`src/rti_pkg.sv`:
```
// Shared types and constants of the ray/triangle intersection block.
// No dependencies; every other file imports this package.
`default_nettype none

package rti_pkg;

  // default coordinate width, Q16.16
  localparam int unsigned COORD_WIDTH_DEF = 32;
  // entries of the queue between front and back
  localparam int unsigned QUEUE_DEPTH = 4;
  // quotient bits produced by the divider
  localparam int unsigned QUO_W = 31;

  typedef enum logic [2:0] {
    RSN_HIT      = 3'd0,
    RSN_SAME     = 3'd1,
    RSN_PARALLEL = 3'd2,
    RSN_U_OUT    = 3'd3,
    RSN_V_OUT    = 3'd4,
    RSN_DIST     = 3'd5
  } reason_e;

  typedef enum logic [2:0] {
    CFG_VERTEX_A_XY  = 3'd0,
    CFG_VERTEX_A_Z   = 3'd1,
    CFG_EDGE_AB_XY   = 3'd2,
    CFG_EDGE_AB_Z    = 3'd3,
    CFG_EDGE_AC_XY   = 3'd4,
    CFG_EDGE_AC_Z    = 3'd5,
    CFG_DET_THRESH   = 3'd6,
    CFG_MIN_DISTANCE = 3'd7
  } cfg_idx_e;

  typedef struct packed {
    logic signed [31:0] origin_x;
    logic signed [31:0] origin_y;
    logic signed [31:0] origin_z;
    logic signed [31:0] dir_x;
    logic signed [31:0] dir_y;
    logic signed [31:0] dir_z;
    logic [30:0]        best_distance;
    logic               from_this_triangle;
  } ray_t;

  typedef struct packed {
    logic        hit;
    logic [30:0] distance;
    reason_e     reason;
  } res_t;

  // per-ray side data carried down the front pipeline
  typedef struct packed {
    logic        same;
    logic [30:0] best;
  } meta_t;

  // verdict of the front, travels with the ray to the back
  typedef struct packed {
    reason_e     reason;
    logic        tneg;
    logic [30:0] best;
  } cls_t;

endpackage

`default_nettype wire

```
`src/rti_queue.sv`:
```
// Short first-in first-out queue between front and back; the back drains it
// whenever it holds a word. Depends on rti_pkg.
`default_nettype none

module rti_queue import rti_pkg::*; #(
  parameter int unsigned DATA_W = 8,
  parameter int unsigned DEPTH  = QUEUE_DEPTH
) (
  input  logic              clk_i,
  input  logic              rst_ni,
  input  logic              push_i,
  input  logic [DATA_W-1:0] data_i,
  output logic              valid_o,
  output logic [DATA_W-1:0] data_o,
  output logic              full_o
);

  localparam int unsigned PW = $clog2(DEPTH);
  localparam int unsigned CW = $clog2(DEPTH + 1);

  logic [DATA_W-1:0] mem [DEPTH];
  logic [PW-1:0]     wr_ptr_q, rd_ptr_q;
  logic [CW-1:0]     count_q;
  logic              pop;

  assign pop     = count_q != '0;
  assign valid_o = pop;
  assign full_o  = count_q == CW'(DEPTH);
  assign data_o  = mem[rd_ptr_q];

  // advance pointers and fill count
  always_ff @(posedge clk_i or negedge rst_ni) begin
    if (!rst_ni) begin
      wr_ptr_q <= '0;
      rd_ptr_q <= '0;
      count_q  <= '0;
    end else begin
      if (push_i) begin
        wr_ptr_q <= wr_ptr_q + PW'(1);
      end
      if (pop) begin
        rd_ptr_q <= rd_ptr_q + PW'(1);
      end
      count_q <= count_q + CW'(push_i) - CW'(pop);
    end
  end

  // store pushed word
  always_ff @(posedge clk_i) begin
    if (push_i) begin
      mem[wr_ptr_q] <= data_i;
    end
  end

endmodule

`default_nettype wire

```
`config.mk`:
```
export PLATFORM = sky130hd
export DESIGN_NAME = rti_queue
export DESIGN_NICKNAME = d
export VERILOG_FILES = /design/src/rti_pkg.sv /design/src/rti_queue.sv
export SDC_FILE = /design/constraint.sdc
export NUM_CORES = 1
export LEC_CHECK = 0
export ABC_AREA = 0
export BUFFER_PORTS_ARGS = -buffer_cell sky130_fd_sc_hd__buf_2
export CORE_UTILIZATION = 30
export CTS_CLUSTER_SIZE = 30
export DETAILED_ROUTE_END_ITERATION = 16
export GPL_TIMING_DRIVEN = 0
export HOLD_SLACK_MARGIN = 0.08
export PLACE_DENSITY = 0.54
export SKIP_CTS_REPAIR_TIMING = 1
export SYNTH_ARGS = -nofsm -noshare
export SYNTH_HDL_FRONTEND = slang
export SYNTH_SLANG_ARGS = --single-unit
```
`constraint.sdc`:
```
create_clock -name clk_i -period 2.4 [get_ports clk_i]
set_clock_uncertainty 0.15 [all_clocks]
set_input_delay 0.48 -clock clk_i [delete_from_list [all_inputs] [get_ports clk_i]]
set_output_delay 0.48 -clock clk_i [all_outputs]
set_load 0.1 [all_outputs]
```
* After elaboration in Yosys (flattened, before gate mapping)
Memories as Yosys holds them, arrays and structs flattened.
Index checks and enable logic that the tools add are counted.
** Storage, ports and cells
- RAM bits :: 32
- Flip-flop bits (word level) :: 7
- Output and inout port bits :: 10
- Bits of input ports :: 11
- Memories kept :: 1
- Word-level logic and storage cells :: 12
** Cells by class
- $add $sub $neg :: 4
- Equal/unequal tests :: 1
- Muxes and demuxes :: 2
- Reduce and logical (&&, ||, !) cells :: 1
** Memories
- mem :: depth 4, bits a word 8, rd ports 1, clocked after Yosys merged registers in 0, write ports 1, RTL line rti_queue.sv:21 : logic [DATA_W-1:0] mem [DEPTH];
** Operator list (count)
- adder 2 x 1 -> 2 bit (second input constant) :: 2
- adder 3 x 1 -> 3 bit :: 1
- equality test 3 bit (second input constant) :: 1
- nonzero test 3 bit :: 1
- subtractor 3 x 1 -> 3 bit :: 1
- 2-to-1 mux 1 bit :: 2

* Logic depth before layout (Yosys ltp)
Gate-level depths: netlist (run 1).
- Word-level depth :: 2
- Gate-level depth with buffers :: 7

* Worst setup path after synthesis (run 1)
Ideal clock, no wire load.
- Path type :: register to register
- Start :: reg count_q[1]
- End :: reg count_q[2]
- Cell stages (with the launch flop) :: 8
- Arrival :: 2461 ps
- Path buffers :: 0
- Library setup time :: 123 ps
- Setup slack :: -334 ps
- Cell sequence :: dfrtp_1 or3_1 ha_1 inv_1 ha_1 fa_1 xnor2_1 xnor2_1
** Between the ends
- Word-level cells in the longest chain between the ends :: 2
- Elaborated cells between the ends (all ways) :: 3
- Those cells by class :: add/sub: 2; reduce/logical: 1
** RTL lines
- from (decl) :: RTL line rti_queue.sv:23 : logic [CW-1:0] count_q;
- from (signal assigned) :: RTL line rti_queue.sv:44 : count_q <= count_q + CW'(push_i) - CW'(pop);
- nonzero test 3 bit :: RTL line rti_queue.sv:26 : assign pop = count_q != '0;
- named net valid_o :: RTL line rti_queue.sv:13 : output logic valid_o,
- subtractor 3 x 1 -> 3 bit :: RTL line rti_queue.sv:44
The timed path passes the listed nets, and every way through them passes these cells.
A chain may end at the register's enable or synchronous reset.

* Worst setup path in the final report (run 1)
- Start :: reg rd_ptr_q[0]
- End :: out data_o[7]
** Between the ends
- Word-level cells in the longest chain between the ends :: 1
** RTL lines
- from (decl) :: RTL line rti_queue.sv:22 : logic [PW-1:0] wr_ptr_q, rd_ptr_q;
- from (signal assigned) :: RTL line rti_queue.sv:42 : rd_ptr_q <= rd_ptr_q + PW'(1);
- memory (4 x 8 bit)
- to (decl) :: RTL line rti_queue.sv:14 : output logic [DATA_W-1:0] data_o,
No other way between the ends.

==> results of run 1 <==
cell families (layout without fill, tap and decap cells):
logic type	Yosys count	in the layout	synth area share, %
flip-flops	39	39	73.4
multiplexers	8	8	11.6
adder cells (fa/ha/maj)	7	7	6.14
XOR/XNOR	5	5	2.83
AND/OR/NAND/NOR	7	7	2.67
buffers and inverters	8	37	2.51
AO/OA/AOI/OAI	2	2	0.808
layout by cell type, fill, tap and decap left out, types with 2 or more instances in the layout:
cell	Yosys	routed
dfrtp_1	7	7
xor2_1	2	2
inv_1	6	6
edfxtp_1	32	32
clkbuf_8	0	5
buf_2	0	20
ha_1	6	6
mux4_2	8	8
and2_1	4	4
xnor2_1	3	3
through the flow:
step                instances  setup slack, ns  cell area (µm²)  util [%]  hold slack (ns)
finish                    172            0.124             1830      37.8            0.256
global route              172           0.0377             1830      37.8            0.250
CTS                       171           0.0891             1820      37.6           -0.135
detailed placement        163            0.163             1740      35.8            0.179
global placement          163            0.202             1740      35.8            0.168
floorplan                  76           0.0502             1550         -           0.0344
cells in the mapped netlist:
| library cell | n |
|---|---|
| and3_1 | 1 |
| and2_1 | 4 |
| fa_1 | 1 |
| buf_6 | 1 |
| mux4_2 | 8 |
| xnor2_1 | 3 |
| ha_1 | 6 |
| o31ai_1 | 1 |
| dfrtp_1 | 7 |
| inv_1 | 6 |
| or3_1 | 1 |
| clkbuf_2 | 1 |
| xor2_1 | 2 |
| nand2_1 | 1 |
| o21ai_0 | 1 |
| edfxtp_1 | 32 |
critical path: stages, from the launching register on:
cell     delay, ns
dfrtp_1       0.34
buf_6         0.18
mux4_2        0.53
buf_2         0.31
metal layers:
layer	vias up	GRT usage, %	wire length [µm]
met5	-	0	0
met4	0	3.85	36
met3	4	5.35	159
met2	24	16.7	1240
met1	382	13.6	1110
li1	341	-	-
area by class of cell:
| cell class | count | area share (%) |
|---|---|---|
| sequential | 39 | 62.0 |
| multi-input combinational | 29 | 20.6 |
| timing repair buffer | 21 | 6.01 |
| tap | 67 | 4.58 |
| clock buffer | 6 | 3.96 |
| inverter | 6 | 1.23 |
| buffer | 2 | 0.888 |
| clock inverter | 2 | 0.683 |
how the worst min path moves through the flow:
stage                  endpoint  slack [ns]  cells after the start       from
finish                mem[0][3]        0.26                      1  data_i[3]
CTS                 wr_ptr_q[0]       -0.13                      1     rst_ni
global route          mem[0][2]        0.25                      1  data_i[2]
global placement     count_q[0]        0.17                      1     rst_ni
detailed placement  wr_ptr_q[0]        0.18                      1     rst_ni
floorplan            count_q[0]        0.03                      0     rst_ni
registers in the layout (all words and copies together) (netlist names):
signal    flops
mem          32
count_q       3
rd_ptr_q      2
wr_ptr_q      2
==> metrics, run 1 <==
status completed; vias in the first global route 799; CP startpoint kind register; die height 73.8 µm; DRT Wirelength 2550 µm; multi-input combinational cell area 378 µm²; Layout Nets 122; Root Buffer clkbuf_8; worst reg-to-reg path cell count 7; DIE AREA 0.00545 mm²; initial antenna violation count 0; CTS buffer count 5; worst r2r src count_q[1]; Crit Path Category reg2out; drt pass-1 iters 4; final setup vio count 0; post-route ant nets 0; Synthesized Nets 94; total grt overflow 0; Initial Utilization 31.9%; H-Tree Depth 2; # diodes 0; Post-Syn Instances 76; core box area 0.00485 mm²; CTS Sinks 39; Total GRT Usage 11.0%; fmax 439 MHz; post-synth top area share 62.1%; vias per cell 4.37; Hold Vio Cnt, Final 0; post-synthesis sequential area ratio 73.4%; slew margin rel. 67.7%; First DRT Iteration DRCs 41; via count 751; first-pass GRT wire length 4040 µm; Synth Warn # 0; Crit Path Max Fanout 10; top post-synthesis cells by area edfxtp_1 (62%), mux4_2 (12%), dfrtp_1 (11%), ha_1 (4.9%), xnor2_1 (1.7%); CTS tree built; layout cells sized above 1 36.2%; unrepaired setup endpoints after global routing false; row cnt 25; WL/cell 14.8 µm; later-pin clock latency in the skew report 0.28 ns; syn_area_per_cell 20.4 µm²; worst-margin pin slew 0.485 ns; fillers 454; Area Overhead vs Synth 18.4%; post-synthesis register bit count 39; mapped cell area 0.00155 mm²; R2R Path End count_q[2]; Tmin final 2.28 ns; Setup crit end kind output pin; largest area contributor in the netlist edfxtp_1; MaxCap Viol Count 0; Crit. Startpoint rd_ptr_q[0]; clk buf depth 2; Hold Path Class in2reg; Data arrival, critical path 1.65 ns; worst setup path end data_o[7]; count of different cell masters after synthesis 16; Worst-path clk slew 0.07 ns; Die Width 73.8 µm; max-slew violations 0; required time worst endpoint 1.77 ns; io pins 21; DRC Markers 0; setup_tns 0 ns; FF/Latch Area 0.00114 mm²; number of port buffers 20; largest net degree at the start of global routing 13; crit share post-route 94.9%; GPL Wtd Cong 0.677; worst reg2reg setup slack 0.17 ns
Power of run 1 is left out: the tool's default activity adds up to more than one toggle a clock period on the data nets, which glitch-free logic cannot reach.
==> run 2: changes to the inputs <==
--- a/config.mk
+++ b/config.mk
@@ -13,6 +13,7 @@
 export GPL_TIMING_DRIVEN = 0
 export HOLD_SLACK_MARGIN = 0.08
 export PLACE_DENSITY = 0.54
+export REMOVE_ABC_BUFFERS = 1
 export SKIP_CTS_REPAIR_TIMING = 1
 export SYNTH_ARGS = -nofsm -noshare
 export SYNTH_HDL_FRONTEND = slang
==> metrics, run 2 (synthesis results as in run 1) <==
status completed; max FFs per register 32; Root Buffer clkbuf_8; layout cells sized above 1 35.0%; core box area 0.00485 mm²; Crit Path Max Fanout 10; io pins 21; post-route ant nets 0; largest net degree at the start of global routing 13; Crit. Startpoint rd_ptr_q[0]; beginning of the worst hold path data_i[7]; vias per cell 4.25; initial antenna violation count 0; commonest cells after routing, fill and taps aside edfxtp_1 (32), buf_2 (20), mux4_2 (8); worst-margin pin slew 0.482 ns; CTS tree built; Die Width 73.8 µm; required time worst endpoint 1.77 ns; CTS Sinks 39; largest registers mem x32, count_q x3; DPL Wire Length 1590 µm; Total GRT Usage 10.3%; row cnt 25; first-pass GRT wire length 3860 µm; Post-Place Cells 161; DRC Markers 0; final core occ 37.4%; worst reg-to-reg path cell count 7; MaxCap Viol Count 0; Hold Path Class in2reg; crit share post-route 96.0%; max-slew violations 0; GPL Wtd Cong 0.630; Largest Register mem; Area Overhead vs Synth 17.2%; Initial Utilization 31.9%; vias in the first global route 779; Tmin final 2.30 ns; DRT Wirelength 2330 µm; Layout Nets 120; slew margin rel. 67.9%; Data arrival, critical path 1.67 ns; worst r2r src count_q[1]; die height 73.8 µm; final setup vio count 0; fmax 434 MHz; Finished Layout Cells 170; drt pass-1 iters 4; # diodes 0; later-pin clock latency in the skew report 0.28 ns; via count 722; Setup crit end kind output pin; First DRT Iteration DRCs 22; unrepaired setup endpoints after global routing false; hold depth 1; Crit Path Category reg2out; total grt overflow 0; number of port buffers 20; fillers 460; CP startpoint kind register; clk buf depth 2; WL/cell 13.7 µm; commonest non-fill, non-tap cell in the layout edfxtp_1; DIE AREA 0.00545 mm²; CTS buffer count 5; H-Tree Depth 2; Hold Vio Cnt, Final 0; Worst-path clk slew 0.07 ns
[run 2: changes by cell type in the layout (fill, tap and decap cells not counted)]
cell,change
buf_6,-1
clkbuf_2,-1
dfrtp_1,-1
dfrtp_4,+1
or3_1,+1
or3_4,-1
[run 2: stage by stage]
step | hold slack (ns) | worst slack (ns) | instance area (µm²) | setup TNS (ns)
finish | 0.263 | 0.0963 | 1810 | 0
global route | 0.252 | 0.0207 | 1810 | 0
CTS | -0.131 | -0.203 | 1800 | -1.48
detailed placement | 0.175 | 0.110 | 1720 | 0
global placement | 0.170 | 0.121 | 1720 | 0
floorplan | 0.0344 | -0.334 | 1530 | -0.467
[run 2: per-layer routing]
layer | share of wire (%) | global-route usage [%] | vias to the layer above
li1 | - | - | 336
met5 | 0 | 0 | -
met1 | 43 | 12.8 | 365
met3 | 5.7 | 4.53 | 2
met4 | 0.52 | 3.21 | 0
met2 | 50 | 16.3 | 19
[run 2: layout make-up]
cell class	count	area, µm²	share of cell area (%)
sequential	39	1140	62.8
tap	67	83.8	4.62
inverter	6	22.5	1.24
multi-input combinational	29	373	20.6
timing repair buffer	21	110	6.07
clock buffer	6	72.6	4.00
clock inverter	2	12.5	0.690
[run 2: worst max-delay path: stages (launching register included)]
cell	delay (ns)
dfrtp_4	0.55
mux4_2	0.54
buf_2	0.31
[run 2: worst paths after layout]
path                                to  slack (ns)
min in group asynchronous   count_q[1]        0.41
hold reg to reg            wr_ptr_q[0]        0.39
setup reg to reg            count_q[2]        0.13
max in group asynchronous  rd_ptr_q[0]        1.52
setup / recovery             data_o[6]         0.1
hold / removal               mem[0][7]        0.26
Power of run 2 is left out for the same reason.
